File: src/hdl/lrpf_pkg.sv
// Package for the LRU reuse-distance profiler: sizes, request kinds,
// the command struct broadcast along the cell row, and saturating helpers.
// No dependencies.
package lrpf_pkg;

  localparam int STACK_DEPTH = 64;
  localparam int USER_COUNT  = 2;

  localparam int IDX_W  = $clog2(STACK_DEPTH);
  localparam int FILL_W = $clog2(STACK_DEPTH + 1);
  localparam int USER_W = 1;
  localparam int BLK_W  = 32;
  localparam int BIN_W  = 7;
  localparam int DIST_W = 6;
  localparam int CNT_W  = 32;
  localparam int KIND_W = 2;

  localparam logic [KIND_W-1:0] KIND_ACCESS = 2'd0;
  localparam logic [KIND_W-1:0] KIND_BIN    = 2'd1;
  localparam logic [KIND_W-1:0] KIND_CUM    = 2'd2;

  localparam logic [CNT_W-1:0] SAT_MAX = '1;

  // Broadcast to every cell of the row.
  typedef struct packed {
    logic              cmp_en;
    logic [USER_W-1:0] cmp_user;
    logic [BLK_W-1:0]  cmp_blk;
    logic [FILL_W-1:0] cmp_fill;
    logic              upd_en;
    logic [USER_W-1:0] user;
    logic [IDX_W-1:0]  sel;
  } cell_cmd_t;

  function automatic logic [CNT_W-1:0] sat_inc(input logic [CNT_W-1:0] v);
    sat_inc = (v == SAT_MAX) ? v : v + CNT_W'(1);
  endfunction

  function automatic logic [CNT_W-1:0] sat_add(input logic [CNT_W-1:0] a,
                                               input logic [CNT_W-1:0] b);
    logic [CNT_W:0] s;
    s = {1'b0, a} + {1'b0, b};
    sat_add = s[CNT_W] ? SAT_MAX : s[CNT_W-1:0];
  endfunction

endpackage

File: src/hdl/lrpf_cell.sv
// One position of the recency stacks: a stack entry and a histogram bin for
// every user, the registered match flag and the shift towards the LRU end.
// Depends on lrpf_pkg.
module lrpf_cell (
  input  logic                           clk,
  input  logic                           rst,
  input  lrpf_pkg::cell_cmd_t            cmd,
  input  logic [lrpf_pkg::IDX_W-1:0]     cell_index,
  input  logic [lrpf_pkg::BLK_W-1:0]     prev_entry,
  input  logic                           found_in,
  output logic [lrpf_pkg::BLK_W-1:0]     entry_out,
  output logic                           found_out,
  output logic                           first_hit,
  output logic [lrpf_pkg::CNT_W-1:0]     bin_sel
);

  logic [lrpf_pkg::BLK_W-1:0] entry [lrpf_pkg::USER_COUNT];
  logic [lrpf_pkg::CNT_W-1:0] bin   [lrpf_pkg::USER_COUNT];
  logic                       match;

  // Only positions below the fill take part in the search.
  always_ff @(posedge clk) begin
    if (rst) begin
      match <= 1'b0;
    end else if (cmd.cmp_en) begin
      match <= (lrpf_pkg::FILL_W'(cell_index) < cmd.cmp_fill) &&
               (entry[cmd.cmp_user] == cmd.cmp_blk);
    end
  end

  // Every position up to and including the first hit takes its neighbour's
  // entry; on a miss the whole stack moves and the LRU entry falls off the end.
  always_ff @(posedge clk) begin
    if (cmd.upd_en && !found_in) begin
      entry[cmd.user] <= prev_entry;
    end
  end

  always_ff @(posedge clk) begin
    if (rst) begin
      for (int u = 0; u < lrpf_pkg::USER_COUNT; u++) begin
        bin[u] <= '0;
      end
    end else if (cmd.upd_en && first_hit) begin
      bin[cmd.user] <= lrpf_pkg::sat_inc(bin[cmd.user]);
    end
  end

  assign first_hit = match & ~found_in;
  assign found_out = found_in | match;
  assign entry_out = entry[cmd.user];
  assign bin_sel   = (cmd.sel == cell_index) ? bin[cmd.user] : '0;

endmodule

File: config.mk
export PLATFORM = sky130hd
export DESIGN_NAME = lrpf_cell
export DESIGN_NICKNAME = d
export VERILOG_FILES = /design/src/hdl/lrpf_pkg.sv /design/src/hdl/lrpf_cell.sv
export SDC_FILE = /design/constraint.sdc
export NUM_CORES = 1
export LEC_CHECK = 0
export BUFFER_PORTS_ARGS = -buffer_cell sky130_fd_sc_hd__buf_4
export CAP_MARGIN = 20
export CORE_MARGIN = 3
export CORE_UTILIZATION = 55
export DETAILED_ROUTE_END_ITERATION = 10
export PLACE_DENSITY = 0.81
export SYNTH_ARGS = -nofsm -noshare
export SYNTH_HDL_FRONTEND = slang
export SYNTH_SLANG_ARGS = --single-unit
File: constraint.sdc
create_clock -name clk -period 8.9 [get_ports clk]
set_input_delay 1.78 -clock clk [delete_from_list [all_inputs] [get_ports clk]]
set_output_delay 1.78 -clock clk [all_outputs]
set_load 0.1 [all_outputs]
; Word level (Yosys, flattened, before mapping)
; Memories as Yosys holds them, arrays and structs flattened.
; Index checks and enable logic that the tools add are counted.
[word_totals]
register_bits = 1
ram_bits = 128
in_bits = 90
elab_cells = 28
mem_count = 2
[mem_list]
columns = name, depth, word_bits, read_ports, rd_clocked_by_memory_dff, write_ports, line
row1 = bin, 2, 32, 1, 0, 2, lrpf_cell.sv:18  ; logic [lrpf_pkg::CNT_W-1:0] bin [lrpf_pkg::USER_COUNT];
row2 = entry, 2, 32, 2, 0, 1, lrpf_cell.sv:17  ; logic [lrpf_pkg::BLK_W-1:0] entry [lrpf_pkg::USER_COUNT];
[op_classes]
n_addsub = 1
n_lt_le_gt_ge = 1
n_eq_ne = 3
mux = 12
bitwise = 3
n_reduce_logical = 5
[op_table]
columns = operator, n
row1 = $mux 32, 3
row2 = $add 32x1->32 const B, 1
row3 = $eq 32x32->1, 1
row4 = $eq 32x32->1 const B, 1
row5 = $reduce_or 32->1, 1
row6 = $mux 1, 9
row7 = $lt 6x7->1, 1
row8 = $eq 6x6->1, 1
row9 = $logic_and 1x1->1, 3
row10 = $and 1x1->1, 1
row11 = $logic_not 1->1, 1
row12 = $not 1->1, 1
row13 = $or 1x1->1, 1

; Longest topological paths before layout
[depth]
depth_word = 8
depth_mapped = 12
depth_no_buf = 8

; Worst setup path before layout
; Ideal clock, no wire load.
[synth_timing]
path_kind = input-to-reg
from = input port cmd[6] in the netlist's numbering
to = memory bin[0][0] in the netlist's numbering, enable pin
arrival_time_ps = 6426
t_required_ps = 8506
path_slack_ps = 2080
path_stages = 8
n_path_buf = 5
cell_sequence = buf_6 -> buf_12 -> buf_12 -> buf_12 -> buf_2 -> nor3b_1 -> nand2_1 -> nand2b_1
[synth_lines]
columns = item, line
row1 = from (decl), lrpf_cell.sv:7  ; input lrpf_pkg::cell_cmd_t cmd,
row2 = to (decl), lrpf_cell.sv:18

; Worst setup path in the final report
[layout_timing]
from = input port cmd[6] in the netlist's numbering
to = output port bin_sel[2] in the netlist's numbering
[layout_between]
elab_chain_cells = 2
[layout_rtl]
columns = item, line
row1 = $mem_v2 2x32, n/a
row2 = $mux 32, lrpf_cell.sv:52  ; assign bin_sel = (cmd.sel == cell_index) ? bin[cmd.user] : '0;
row3 = to (decl), lrpf_cell.sv:14  ; output logic [lrpf_pkg::CNT_W-1:0] bin_sel
; No other way between the ends.

==> impl_results.md <==
- Status: finished clean
- Final Max Tran Viols: 0
- Die H: 120 µm
- Grt ovf: 0
- Critical Path End: bin_sel[2]
- CP top delay family: buffers and inverters
- Post-DRT Antenna Nets: 0
- IO Pins: 156
- TritonCTS Buffers: 17
- H-Tree Depth: 4
- Cell Chain, Critical Path: buf_4 > buf_4 > mux2i_1 > nor2_1 > buf_4
- Crit end category: primary output
- Initial antenna violation count: 0
- Vias: about 5200
- Port Buf Inserts: 155
- DRC viols: 0
- Cells on worst reg2reg path: 8
- Reg-to-reg startpoint: bin[1][1]$_SDFFCE_PN0P_
- Fin nets: 822
- Slowest cell on the critical path: buf_4
- DRT Pass-1 Iters: 5
- Hpwl dp: 11800 µm
- Max Cap Violations: 0
- Asr flop ratio synth: 0
- Warnings from Yosys: 0
- Routed len/inst: 19.0 µm
- Die Width: 120 µm
- Kind of critical path: in -> out
- Unique masters post-synth: 57
- Post-CTS sizing: 0
- WP depth: 5
- Startpoint types: input port
- CP max stage delay: 0.82 ns
- Power, Total: 1.67 mW
- Final setup viols: 0
- Max clock buf depth: 2
- Hold buffers post-CTS: 0
- Peak VDD IR: 155 µV
- Worst path bufs/invs: 3
- RSZ-0062 raised after global routing: no
- CORE AREA: about 12000 µm²
- Rows: 40
- Slew @ Worst Pin: 0.970 ns
- Placed cell count: 874
- Min cycle time layout: 5.67 ns
- Layout Skew: approximately 0.0063 ns
- Final hold violations: 0
- Fillers: 816
- Root Buffer: clkbuf_16
- Netlist Area Pre-Place: 7130 µm²
- EDFF count, synth: 128
- Worst Setup SP: cmd[6]
- Required time worst endpoint: 7.12 ns
- Post-Syn Nets: around 670
- Seq/Total Area, Yosys: 0.542
- Pleak: 3.52 nW
- Vias in the first global route: around 5500
- Worst Hold Class: reg -> reg
- First-pass GRT wire length: 27300 µm
- Starting Density: 0.577
- 1st-iter DRT viols: 492
- Clock-pin transition on the worst setup and hold timing paths: 0.05 ns
- Worst skew pair latency: 0.41 ns
- Crit-path max FO: 66
- CTS tree: yes
- Syn avg cell area: 12.5 µm²
- Reg-to-Reg End: bin[0][28]$_SDFFCE_PN0P_
- Clock sinks: around 130
- PwrDens: 185 nW/µm²
- WP data arrival: just under 4 ns
- Overall global routing resource usage: 0.244
- Synth Instances: 571
- DRT Wirelength: 17200 µm
- Gpl congestion: 0.915
- Max Freq: 176 MHz
- CP most frequent cell: buf_4
- Total negative slack: 0 ns
- Largest net degree at the start of global routing: 67
- Share of cells above drive strength 1: 0.329
- FF-to-FF setup slack: between 5 and 6 ns
- Via density: roughly 5.8
- Yosys reg bits: approximately 130
- Slew margin rel.: 0.353
- Antenna cells: 0
- Final period util: 0.637
- # Post-CTS Setup Buffers: 0
- Area growth syn-to-layout: 26.5%
- Fin cells: 906
- Area of the die: between 10000 and 15000 µm²
- Post-synth top flop: edfxtp_1
## routing by layer
metal,vias to the layer above,wire length (µm),global-route usage
met2,238,8650,0.412
met4,0,440,0.0981
li1,2437,-,-
met3,45,1320,0.0782
met1,2514,6780,0.288
met5,-,0,0
## placed cells by master, fill, tap and decap left out, types with 9 or more instances in the layout
cell and instances:
buf_4 162, edfxtp_1 128, nor2_1 91, mux2i_1 62, xnor2_1 45, mux2_2 35
xor2_1 19, clkbuf_16 17, nand3_1 14, nand2_1 14, nor4_1 12, nand4_1 11
nand3b_1 10, inv_1 9
## report_power, final
part	switching [mW]	total [mW]	internal [mW]
clock	0.244	0.707	0.463
sequential	0.0118	0.706	0.694
combinational	0.167	0.256	0.0885
## registers in the layout, indices dropped and copies added, names as in the netlist
signal / count
bin: 64
match: 1
entry: 64
## Yosys cell counts (2+ instances only)
cell type,count,area [µm²]
o2111ai_1,3,26.3
and3_1,2,12.5
a22oi_1,2,15.0
and4_1,2,17.5
ha_1,6,75.1
mux2i_4,2,45.0
xor2_1,19,166
xnor2_1,45,394
nor2b_1,4,25.0
a21o_1,3,22.5
clkbuf_1,12,45.0
buf_12,3,60.1
o211ai_1,7,52.6
nand4b_1,3,26.3
inv_1,9,33.8
nor3b_1,2,15.0
nand2b_1,3,18.8
nand3b_1,10,75.1
nand4_1,11,68.8
nand3b_4,2,40.0
nor3_1,8,40.0
a211oi_4,2,40.0
edfxtp_1,128,3840
nand3_1,14,70.1
and2_1,3,18.8
a21oi_1,6,30.0
buf_2,7,35.0
a211oi_1,4,30.0
nand2_1,14,52.6
o21ai_0,8,40.0
a31oi_1,2,12.5
mux2_2,35,394
nor4_1,12,75.1
o31a_1,2,17.5
buf_1,3,11.3
nor2_1,91,342
mux2i_1,62,621
## worst min-delay path by stage
stage | from | end | slack (ns) | cells past startpoint
after floorplan | match$_SDFFE_PP0P_ | match$_SDFFE_PP0P_ | 0.67 | 2
after detailed placement | match$_SDFFE_PP0P_ | match$_SDFFE_PP0P_ | 0.75 | 2
after global placement | match$_SDFFE_PP0P_ | match$_SDFFE_PP0P_ | 0.74 | 2
final | match$_SDFFE_PP0P_ | match$_SDFFE_PP0P_ | 0.75 | 2
after global routing | match$_SDFFE_PP0P_ | match$_SDFFE_PP0P_ | 0.77 | 2
after CTS | match$_SDFFE_PP0P_ | match$_SDFFE_PP0P_ | 0.75 | 2
## cell families (layout without fill, tap and decap cells)
kind of cell,count (synthesis),in the layout,synth area share
multiplexers,99,99,0.149
buffers and inverters,36,203,0.0286
adder cells (fa/ha/maj),6,6,0.0105
AO/OA/AOI/OAI,47,47,0.0523
XOR/XNOR,64,64,0.0786
flip-flops,129,129,0.542
AND/OR/NAND/NOR,190,190,0.139
## tightest hold or removal path, cell delays in order, from the launching register on
cell	delay (ns)
dfxtp_1	0.32
nor2b_1	0.16
a22o_1	0.22
## metrics by stage
stage	area (µm²)	utilization	hold slack, ns	setup slack [ns]
4_1_cts	8990	0.727	0.752	3.09
2_1_floorplan	7130	-	0.666	2.08
3_3_place_gp	8390	0.679	0.740	3.31
6_report	9020	0.729	0.752	3.23
5_1_grt	9020	0.729	0.771	3.12
3_5_place_dp	8390	0.679	0.747	3.15
## cell type report
cell class                      instances  area (µm²)  area share
Timing Repair Buffer                  163        1240       0.138
Inverter                                9        33.8     0.00375
Clock buffer                           19         433      0.0480
Tap cell                              168         210      0.0233
Clock inverter                         12         166      0.0185
Multi-Input combinational cell        406        3070       0.340
Sequential cell                       129        3860       0.429
(Power assumes the default switching activity.)
